===== config.mk =====
export PLATFORM = sky130hd
export DESIGN_NAME = sorted_key_table
export DESIGN_NICKNAME = d
export VERILOG_FILES = /design/src/rtl/skt_pkg.sv /design/src/rtl/skt_cell.sv /design/src/rtl/sorted_key_table.sv
export SDC_FILE = /design/constraint.sdc
export NUM_CORES = 2
export LEC_CHECK = 0
export BUFFER_PORTS_ARGS = -buffer_cell sky130_fd_sc_hd__buf_2
export CORE_UTILIZATION = 64
export DETAILED_ROUTE_END_ITERATION = 8
export PLACE_DENSITY = 0.81
export SETUP_SLACK_MARGIN = 0.3
export SYNTH_ARGS = -nofsm -noshare
export SYNTH_HDL_FRONTEND = slang
export SYNTH_SLANG_ARGS = --single-unit

===== constraint.sdc =====
create_clock -name i_clk -period 5 [get_ports i_clk]
set_input_delay 0.25 -clock i_clk [delete_from_list [all_inputs] [get_ports i_clk]]
set_output_delay 0.25 -clock i_clk [all_outputs]
set_load 0.02 [all_outputs]

===== src/rtl/skt_pkg.sv =====
`default_nettype none
package skt_pkg;

    localparam int KEY_W  = 32;
    localparam int STAT_W = 3;

    localparam logic KIND_INSERT = 1'b0;
    localparam logic KIND_REMOVE = 1'b1;

    typedef enum logic [STAT_W-1:0] {
        ST_INSERTED  = 3'd0,
        ST_REMOVED   = 3'd1,
        ST_NOT_FOUND = 3'd2,
        ST_EMPTY     = 3'd3,
        ST_FULL      = 3'd4
    } t_status;

    typedef enum logic [1:0] {
        OP_NONE,
        OP_CMP,
        OP_INS,
        OP_REM
    } t_op;

    typedef struct packed {
        t_op                     op;
        logic signed [KEY_W-1:0] key;
    } t_cmd;

    typedef struct packed {
        logic                    valid;
        logic                    ge;
        logic                    eq;
        logic                    m;
        logic signed [KEY_W-1:0] key;
    } t_cell_out;

endpackage
`default_nettype wire


===== src/rtl/skt_cell.sv =====
`default_nettype none
module skt_cell
    import skt_pkg::*;
(
    input  wire logic      i_clk,
    input  wire logic      i_rst_n,
    input  wire t_cmd      i_cmd,
    input  wire t_cell_out i_left,
    input  wire t_cell_out i_right,
    output t_cell_out      o_cell
);

    logic                    r_valid;
    logic                    r_ge;
    logic                    r_eq;
    logic signed [KEY_W-1:0] r_key;

    logic                    n_valid;
    logic                    n_ge;
    logic                    n_eq;
    logic signed [KEY_W-1:0] n_key;
    logic                    w_m;

    // key belongs at or before this cell
    assign w_m = r_ge || !r_valid;

    always_comb begin
        n_valid = r_valid;
        n_ge    = r_ge;
        n_eq    = r_eq;
        n_key   = r_key;
        unique case (i_cmd.op)
            OP_CMP: begin
                n_ge = r_valid && (r_key >= i_cmd.key);
                n_eq = r_valid && (r_key == i_cmd.key);
            end
            OP_INS: begin
                if (i_left.m) begin
                    n_key   = i_left.key;
                    n_valid = i_left.valid;
                end else if (w_m) begin
                    n_key   = i_cmd.key;
                    n_valid = 1'b1;
                end
            end
            OP_REM: begin
                if (r_ge) begin
                    n_key   = i_right.key;
                    n_valid = i_right.valid;
                end
            end
            OP_NONE: begin
            end
        endcase
    end

    always_ff @(posedge i_clk) begin
        if (!i_rst_n) begin
            r_valid <= 1'b0;
            r_ge    <= 1'b0;
            r_eq    <= 1'b0;
        end else begin
            r_valid <= n_valid;
            r_ge    <= n_ge;
            r_eq    <= n_eq;
        end
        r_key <= n_key;
    end

    assign o_cell.valid = r_valid;
    assign o_cell.ge    = r_ge;
    assign o_cell.eq    = r_eq;
    assign o_cell.m     = w_m;
    assign o_cell.key   = r_key;

endmodule
`default_nettype wire


===== src/rtl/sorted_key_table.sv =====
`default_nettype none
// flow: the input is accepted only when idle, so one item completes before the next
// is taken; the cell row compares on accept and shifts on commit, and the result is
// registered on commit; a stalled output holds off the commit and the shift
// reset: synchronous active low, all cells invalid and count zero at once
module sorted_key_table
    import skt_pkg::*;
#(
    parameter int DEPTH = 16
) (
    input  wire logic                                       i_clk,
    input  wire logic                                       i_rst_n,
    input  wire logic                                       i_s_axis_tvalid,
    output logic                                            o_s_axis_tready,
    input  wire logic [KEY_W-1:0]                           i_s_axis_tdata, // key_value
    input  wire logic                                       i_s_axis_tuser, // kind
    output logic                                            o_m_axis_tvalid,
    input  wire logic                                       i_m_axis_tready,
    // status, count, smallest_key, zero pad
    output logic [((STAT_W+$clog2(DEPTH+1)+KEY_W+7)/8)*8-1:0] o_m_axis_tdata
);

    localparam int CNT_W = $clog2(DEPTH + 1);
    localparam int RES_W = STAT_W + CNT_W + KEY_W;
    localparam int OUT_W = ((RES_W + 7) / 8) * 8;

    typedef enum logic {
        S_IDLE,
        S_CMP
    } t_state;

    t_state                  r_state;
    logic                    r_kind;
    logic signed [KEY_W-1:0] r_key;
    logic [CNT_W-1:0]        r_count;
    logic                    r_out_valid;
    logic [OUT_W-1:0]        r_out_data;

    logic [CNT_W-1:0]        n_count;
    t_status                 n_status;
    logic signed [KEY_W-1:0] n_smallest;

    t_cmd                    w_cmd;
    t_cell_out               w_cell [DEPTH];
    t_cell_out               w_tie_left;
    t_cell_out               w_tie_right;
    logic [DEPTH-1:0]        w_valid;
    logic [DEPTH-1:0]        w_eq;
    logic                    w_accept;
    logic                    w_commit;
    logic                    w_full;
    logic                    w_empty;
    logic                    w_found;

    assign w_tie_left  = '{valid: 1'b1, ge: 1'b0, eq: 1'b0, m: 1'b0, key: '0};
    assign w_tie_right = '{valid: 1'b0, ge: 1'b0, eq: 1'b0, m: 1'b1, key: '0};

    assign o_s_axis_tready = i_rst_n && (r_state == S_IDLE);
    assign w_accept        = i_s_axis_tvalid && o_s_axis_tready;
    assign w_commit        = (r_state == S_CMP) && (!r_out_valid || i_m_axis_tready);

    assign w_full  = w_valid[DEPTH-1];
    assign w_empty = !w_valid[0];
    assign w_found = |w_eq;

    for (genvar g = 0; g < DEPTH; g++) begin : g_cell
        t_cell_out w_left;
        t_cell_out w_right;
        if (g == 0) begin : g_first
            assign w_left = w_tie_left;
        end else begin : g_mid_l
            assign w_left = w_cell[g-1];
        end
        if (g == DEPTH - 1) begin : g_last
            assign w_right = w_tie_right;
        end else begin : g_mid_r
            assign w_right = w_cell[g+1];
        end
        skt_cell u_cell (
            .i_clk   (i_clk),
            .i_rst_n (i_rst_n),
            .i_cmd   (w_cmd),
            .i_left  (w_left),
            .i_right (w_right),
            .o_cell  (w_cell[g])
        );
        assign w_valid[g] = w_cell[g].valid;
        assign w_eq[g]    = w_cell[g].eq;
    end

    always_comb begin
        w_cmd.op   = OP_NONE;
        w_cmd.key  = r_key;
        n_count    = r_count;
        n_status   = ST_NOT_FOUND;
        n_smallest = w_cell[0].valid ? w_cell[0].key : '0;
        if (w_accept) begin
            w_cmd.op  = OP_CMP;
            w_cmd.key = $signed(i_s_axis_tdata);
        end else if (w_commit) begin
            if (r_kind == KIND_INSERT) begin
                if (w_full) begin
                    n_status = ST_FULL;
                end else begin
                    w_cmd.op   = OP_INS;
                    n_status   = ST_INSERTED;
                    n_count    = r_count + CNT_W'(1);
                    n_smallest = w_cell[0].m ? r_key : w_cell[0].key;
                end
            end else begin
                priority if (w_empty) begin
                    n_status = ST_EMPTY;
                end else if (w_found) begin
                    w_cmd.op = OP_REM;
                    n_status = ST_REMOVED;
                    n_count  = r_count - CNT_W'(1);
                    if (w_cell[0].ge) begin
                        n_smallest = w_cell[1].valid ? w_cell[1].key : '0;
                    end
                end else begin
                    n_status = ST_NOT_FOUND;
                end
            end
        end
    end

    always_ff @(posedge i_clk) begin
        if (!i_rst_n) begin
            r_state     <= S_IDLE;
            r_count     <= '0;
            r_out_valid <= 1'b0;
        end else begin
            unique case (r_state)
                S_IDLE: begin
                    if (w_accept) begin
                        r_state <= S_CMP;
                    end
                end
                S_CMP: begin
                    if (w_commit) begin
                        r_state <= S_IDLE;
                    end
                end
            endcase
            if (w_commit) begin
                r_count     <= n_count;
                r_out_valid <= 1'b1;
            end else if (i_m_axis_tready) begin
                r_out_valid <= 1'b0;
            end
        end
        if (w_accept) begin
            r_kind <= i_s_axis_tuser;
            r_key  <= $signed(i_s_axis_tdata);
        end
        if (w_commit) begin
            r_out_data <= OUT_W'({n_smallest, n_count, n_status});
        end
    end

    assign o_m_axis_tvalid = r_out_valid;
    assign o_m_axis_tdata  = r_out_data;

    // stored count agrees with the occupied cells
    a_count_matches: assert property (@(posedge i_clk) disable iff (!i_rst_n)
        $countones(w_valid) == int'(r_count))
        else $error("count differs from occupied cells");

    // occupied cells form an unbroken run from the front of the row
    a_valid_packed: assert property (@(posedge i_clk) disable iff (!i_rst_n)
        ((w_valid + DEPTH'(1)) & w_valid) == '0)
        else $error("gap in occupied cells");

    // the row only changes on the commit cycle
    a_row_stable: assert property (@(posedge i_clk) disable iff (!i_rst_n)
        !w_commit |=> $stable(w_valid))
        else $error("row changed outside commit");

    // a removal that found its key shrinks the table by one
    a_remove_shrinks: assert property (@(posedge i_clk) disable iff (!i_rst_n)
        (w_cmd.op == OP_REM) |=> (r_count == $past(r_count) - CNT_W'(1)))
        else $error("removal did not shrink table");

endmodule
`default_nettype wire

==> metrics.txt <==
Mapped Cells=4779; Total GRT Usage=41.03%; clock latency on the worst-skew pair=0.64 ns; commonest non-fill, non-tap cell in the layout=nand2_1; status=completed; Max-Cap Viols=0; htree depth=3; Setup TNS=0 ns; layout cells sized above 1=8.269%; clock sinks=640; Hold Vio Cnt, Final=0; synth unique cells=79; Worst R2R Start=r_state; CTS Buf Count=74; Top FF cell, synth=edfxtp_1; vias in the first global route=36120; internal power=10.42 mW; Hold Crit Depth=3; switching pwr=4.781 mW; ys async rst share=0%; commonest cells after routing, fill and taps aside=nand2_1 (668), a21oi_1 (643), nor2_1 (578); Clock Skew=0.02642 ns; initial antenna violation count=6; Residual DRC=0; Layout area overhead=9.766%; Pins Over Slew Limit=0; TritonRoute pass-1 iters=7; wire length per cell=24.73 um; initial core utilization=64.79%; Crit. End Element=flip-flop; CP max FO=73; antenna viol nets, final=0; Worst Reg-to-Reg Cells=12; DR vias/cell=6.822; Worst EP arrival=5.13 ns; CTS root buf=clkbuf_16; Placed Cells=5529; Power Density=324.5 nW/um^2; Tmin final=4.623 ns; Min-Delay Endpoint=r_key[1]; Overflow after GRT=0; Final HPWL DP=100300 um; reg-to-reg endpoint=g_cell[13].u_cell.r_ge; # IOs=79; Die Width=260.2 um; Setup violations, final=0; number of port buffers=78; setup bufs post-CTS=0; Tcrit/Tclk final=92.47%; FILL cells=5001; CTS clk-pin slew, worst paths=0.06 ns; Die ar.=67720 sq um; Final Non-Filler Cells=5677; register area share after synthesis=42.99%; Leak=17.16 nW; Fmax=216.3 MHz; switching share of power=31.45%; critical path class=reg -> reg; average cell area after synthesis=8.930 sq um; sequential share of power=40.9%; pre-CTS setup slack=0.3328 ns; Peak VDD IR=0.2946 mV; Max Root-Sink Buffers=3; Ys Warns=0; Synthesized Nets=5314; Inserted Diodes=0; DR vias=38730; critical path required time=5.50 ns; First DRT Iteration DRCs=6150; #FFs+latches synth=640; Comb pwr share=23.2%; Max-slew headroom=15.67%; Critical Path Source Type=flip-flop; # rows=94; number of flops mapped to enable cells by yosys=553; RSZ-0062 raised after global routing=no; core area=65860 sq um; largest net degree at the start of global routing=158; Worst-Margin Slew=1.265 ns; flop-to-flop setup slack=0.38 ns; setup ws final=0.3767 ns; min-delay worst type=in -> reg; Nets=5290; Die Y=260.2 um; Syn Std Cell Area=42670 sq um; routability cong.=1.037; wire length of the first global-routing pass=212600 um; DRT Wirelength=140400 um; Clock power frac=35.9%; Hold Path Origin=i_s_axis_tdata[1]; TritonCTS clock tree=done
==> timing repair <==
| item | 4_1_cts | 5_1_grt |
|---|---|---|
| hold endpoints to repair | 14 | 0 |
| hold buffers | 14 | 0 |
| resized for setup | 0 | 2 |
| endpoints found under the setup margin | 0 | 2 |
==> registers in the layout (all words and copies together), names as in the netlist <==
register and flops:
r_key 32, g_cell.u_cell.r_valid 16, o_m_axis_tdata 40, g_cell.u_cell.r_eq 16, o_m_axis_tvalid 1, r_kind 1
g_cell.u_cell.r_key 512, r_state 1, r_count 5, g_cell.u_cell.r_ge 16
==> critical path: stages (launching register included) <==
cell and delay, ns:
dfxtp_1 0.41, nand3b_4 0.19, buf_12 0.41, mux2i_4 0.62, buf_4 0.36, ha_1 0.18, nand4_1 0.27, nor4_2 0.54
nand3_1 0.41, a31oi_1 0.52, a211oi_1 0.17, xnor2_1 0.19, o22ai_1 0.10
==> worst max path at each step <==
stage | from | endpoint | depth (start not counted) | slack [ns]
2_1_floorplan | r_state | g_cell[8].u_cell.r_ge | 13 | 1.20
3_3_place_gp | i_rst_n | g_cell[13].u_cell.r_ge | 13 | 0.26
3_5_place_dp | i_rst_n | g_cell[13].u_cell.r_ge | 13 | 0.33
4_1_cts | r_state | g_cell[13].u_cell.r_ge | 12 | 0.41
5_1_grt | r_state | g_cell[13].u_cell.r_ge | 12 | 0.39
6_report | r_state | g_cell[13].u_cell.r_ge | 12 | 0.38
==> Yosys cell counts, types with 4 or more instances <==
cell | instances | share of area, %
o21ai_0 | 561 | 6.6
buf_2 | 46 | 0.54
buf_4 | 26 | 0.46
clkbuf_1 | 191 | 1.7
nor3_1 | 24 | 0.28
nor4_1 | 23 | 0.34
a31oi_1 | 32 | 0.47
maj3_1 | 8 | 0.19
a211oi_1 | 52 | 0.91
nand3b_1 | 13 | 0.23
nand4_1 | 112 | 1.6
nor2_1 | 595 | 5.2
a221o_1 | 6 | 0.14
o22ai_1 | 4 | 0.059
a2111oi_0 | 10 | 0.21
inv_1 | 86 | 0.76
a221oi_1 | 14 | 0.29
a32oi_1 | 32 | 0.66
nand2_1 | 669 | 5.9
and4_1 | 11 | 0.23
nand2b_1 | 25 | 0.37
xnor2_1 | 11 | 0.23
edfxtp_1 | 553 | 39
and3_1 | 9 | 0.13
buf_1 | 55 | 0.48
a21oi_1 | 643 | 7.5
dfxtp_1 | 87 | 4.1
o31ai_1 | 6 | 0.11
a311oi_1 | 15 | 0.31
ha_1 | 498 | 15
or3_1 | 7 | 0.10
xor2_1 | 12 | 0.25
a21o_1 | 81 | 1.4
nand3_1 | 93 | 1.1
o21a_1 | 12 | 0.21
o211ai_1 | 19 | 0.33
nor2b_1 | 6 | 0.088
o221ai_1 | 38 | 0.78
mux2i_1 | 38 | 0.89
==> routing by layer <==
metal | global-route usage (%) | routed length, um
met2 | 59.36 | 59850
met4 | 18.97 | 6612
met3 | 11.47 | 20470
met5 | 0 | 20
met1 | 56.93 | 53420
==> power by group through the flow <==
| stage | Combinational (mW) | Clock (mW) | Sequential [mW] |
|---|---|---|---|
| floorplan | 2.19 | 0 | 6.24 |
| global placement | 3.24 | 0 | 6.32 |
| detailed placement | 3.36 | 0 | 6.32 |
| CTS | 3.41 | 5.44 | 6.21 |
| global route | 3.83 | 5.64 | 6.23 |
| finish | 3.52 | 5.46 | 6.22 |
==> metrics by stage <==
stage / utilization [%] / hold slack, ns / total power [mW] / instance area [sq um]
finish: 71.12 / 0.05392 / 15.20 / 46840
floorplan: - / 0.3489 / 8.431 / 42670
CTS: 71.11 / 0.01748 / 15.05 / 46830
detailed placement: 67.33 / 0.4501 / 9.677 / 44340
global route: 71.12 / 0.04053 / 15.69 / 46840
global placement: 67.33 / 0.4452 / 9.555 / 44340
==> layout make-up <==
cell class	instances	area (sq um)	area share [%]
well taps	864	1081	2.308
repair buffers	218	1577	3.366
multi-input cells	3734	23160	49.44
clock inverters	31	255.2	0.5449
inverters	87	326.6	0.6972
clock buffers	103	2097	4.477
flip-flops and latches	640	18350	39.17
==> cells by family after synthesis <==
| logic type | after synthesis | share of synthesized area, % |
|---|---|---|
| buffers and inverters | 405 | 3.926 |
| adders and majority gates | 506 | 14.79 |
| DFF | 640 | 42.99 |
| and+or+nand+nor | 1608 | 16.06 |
| xor gates and xnor gates | 23 | 0.4720 |
| muxes | 39 | 0.9177 |
| AOI/OAI and AO/OA | 1558 | 20.84 |
No activity file was read; power rests on OpenSTA's default activity.
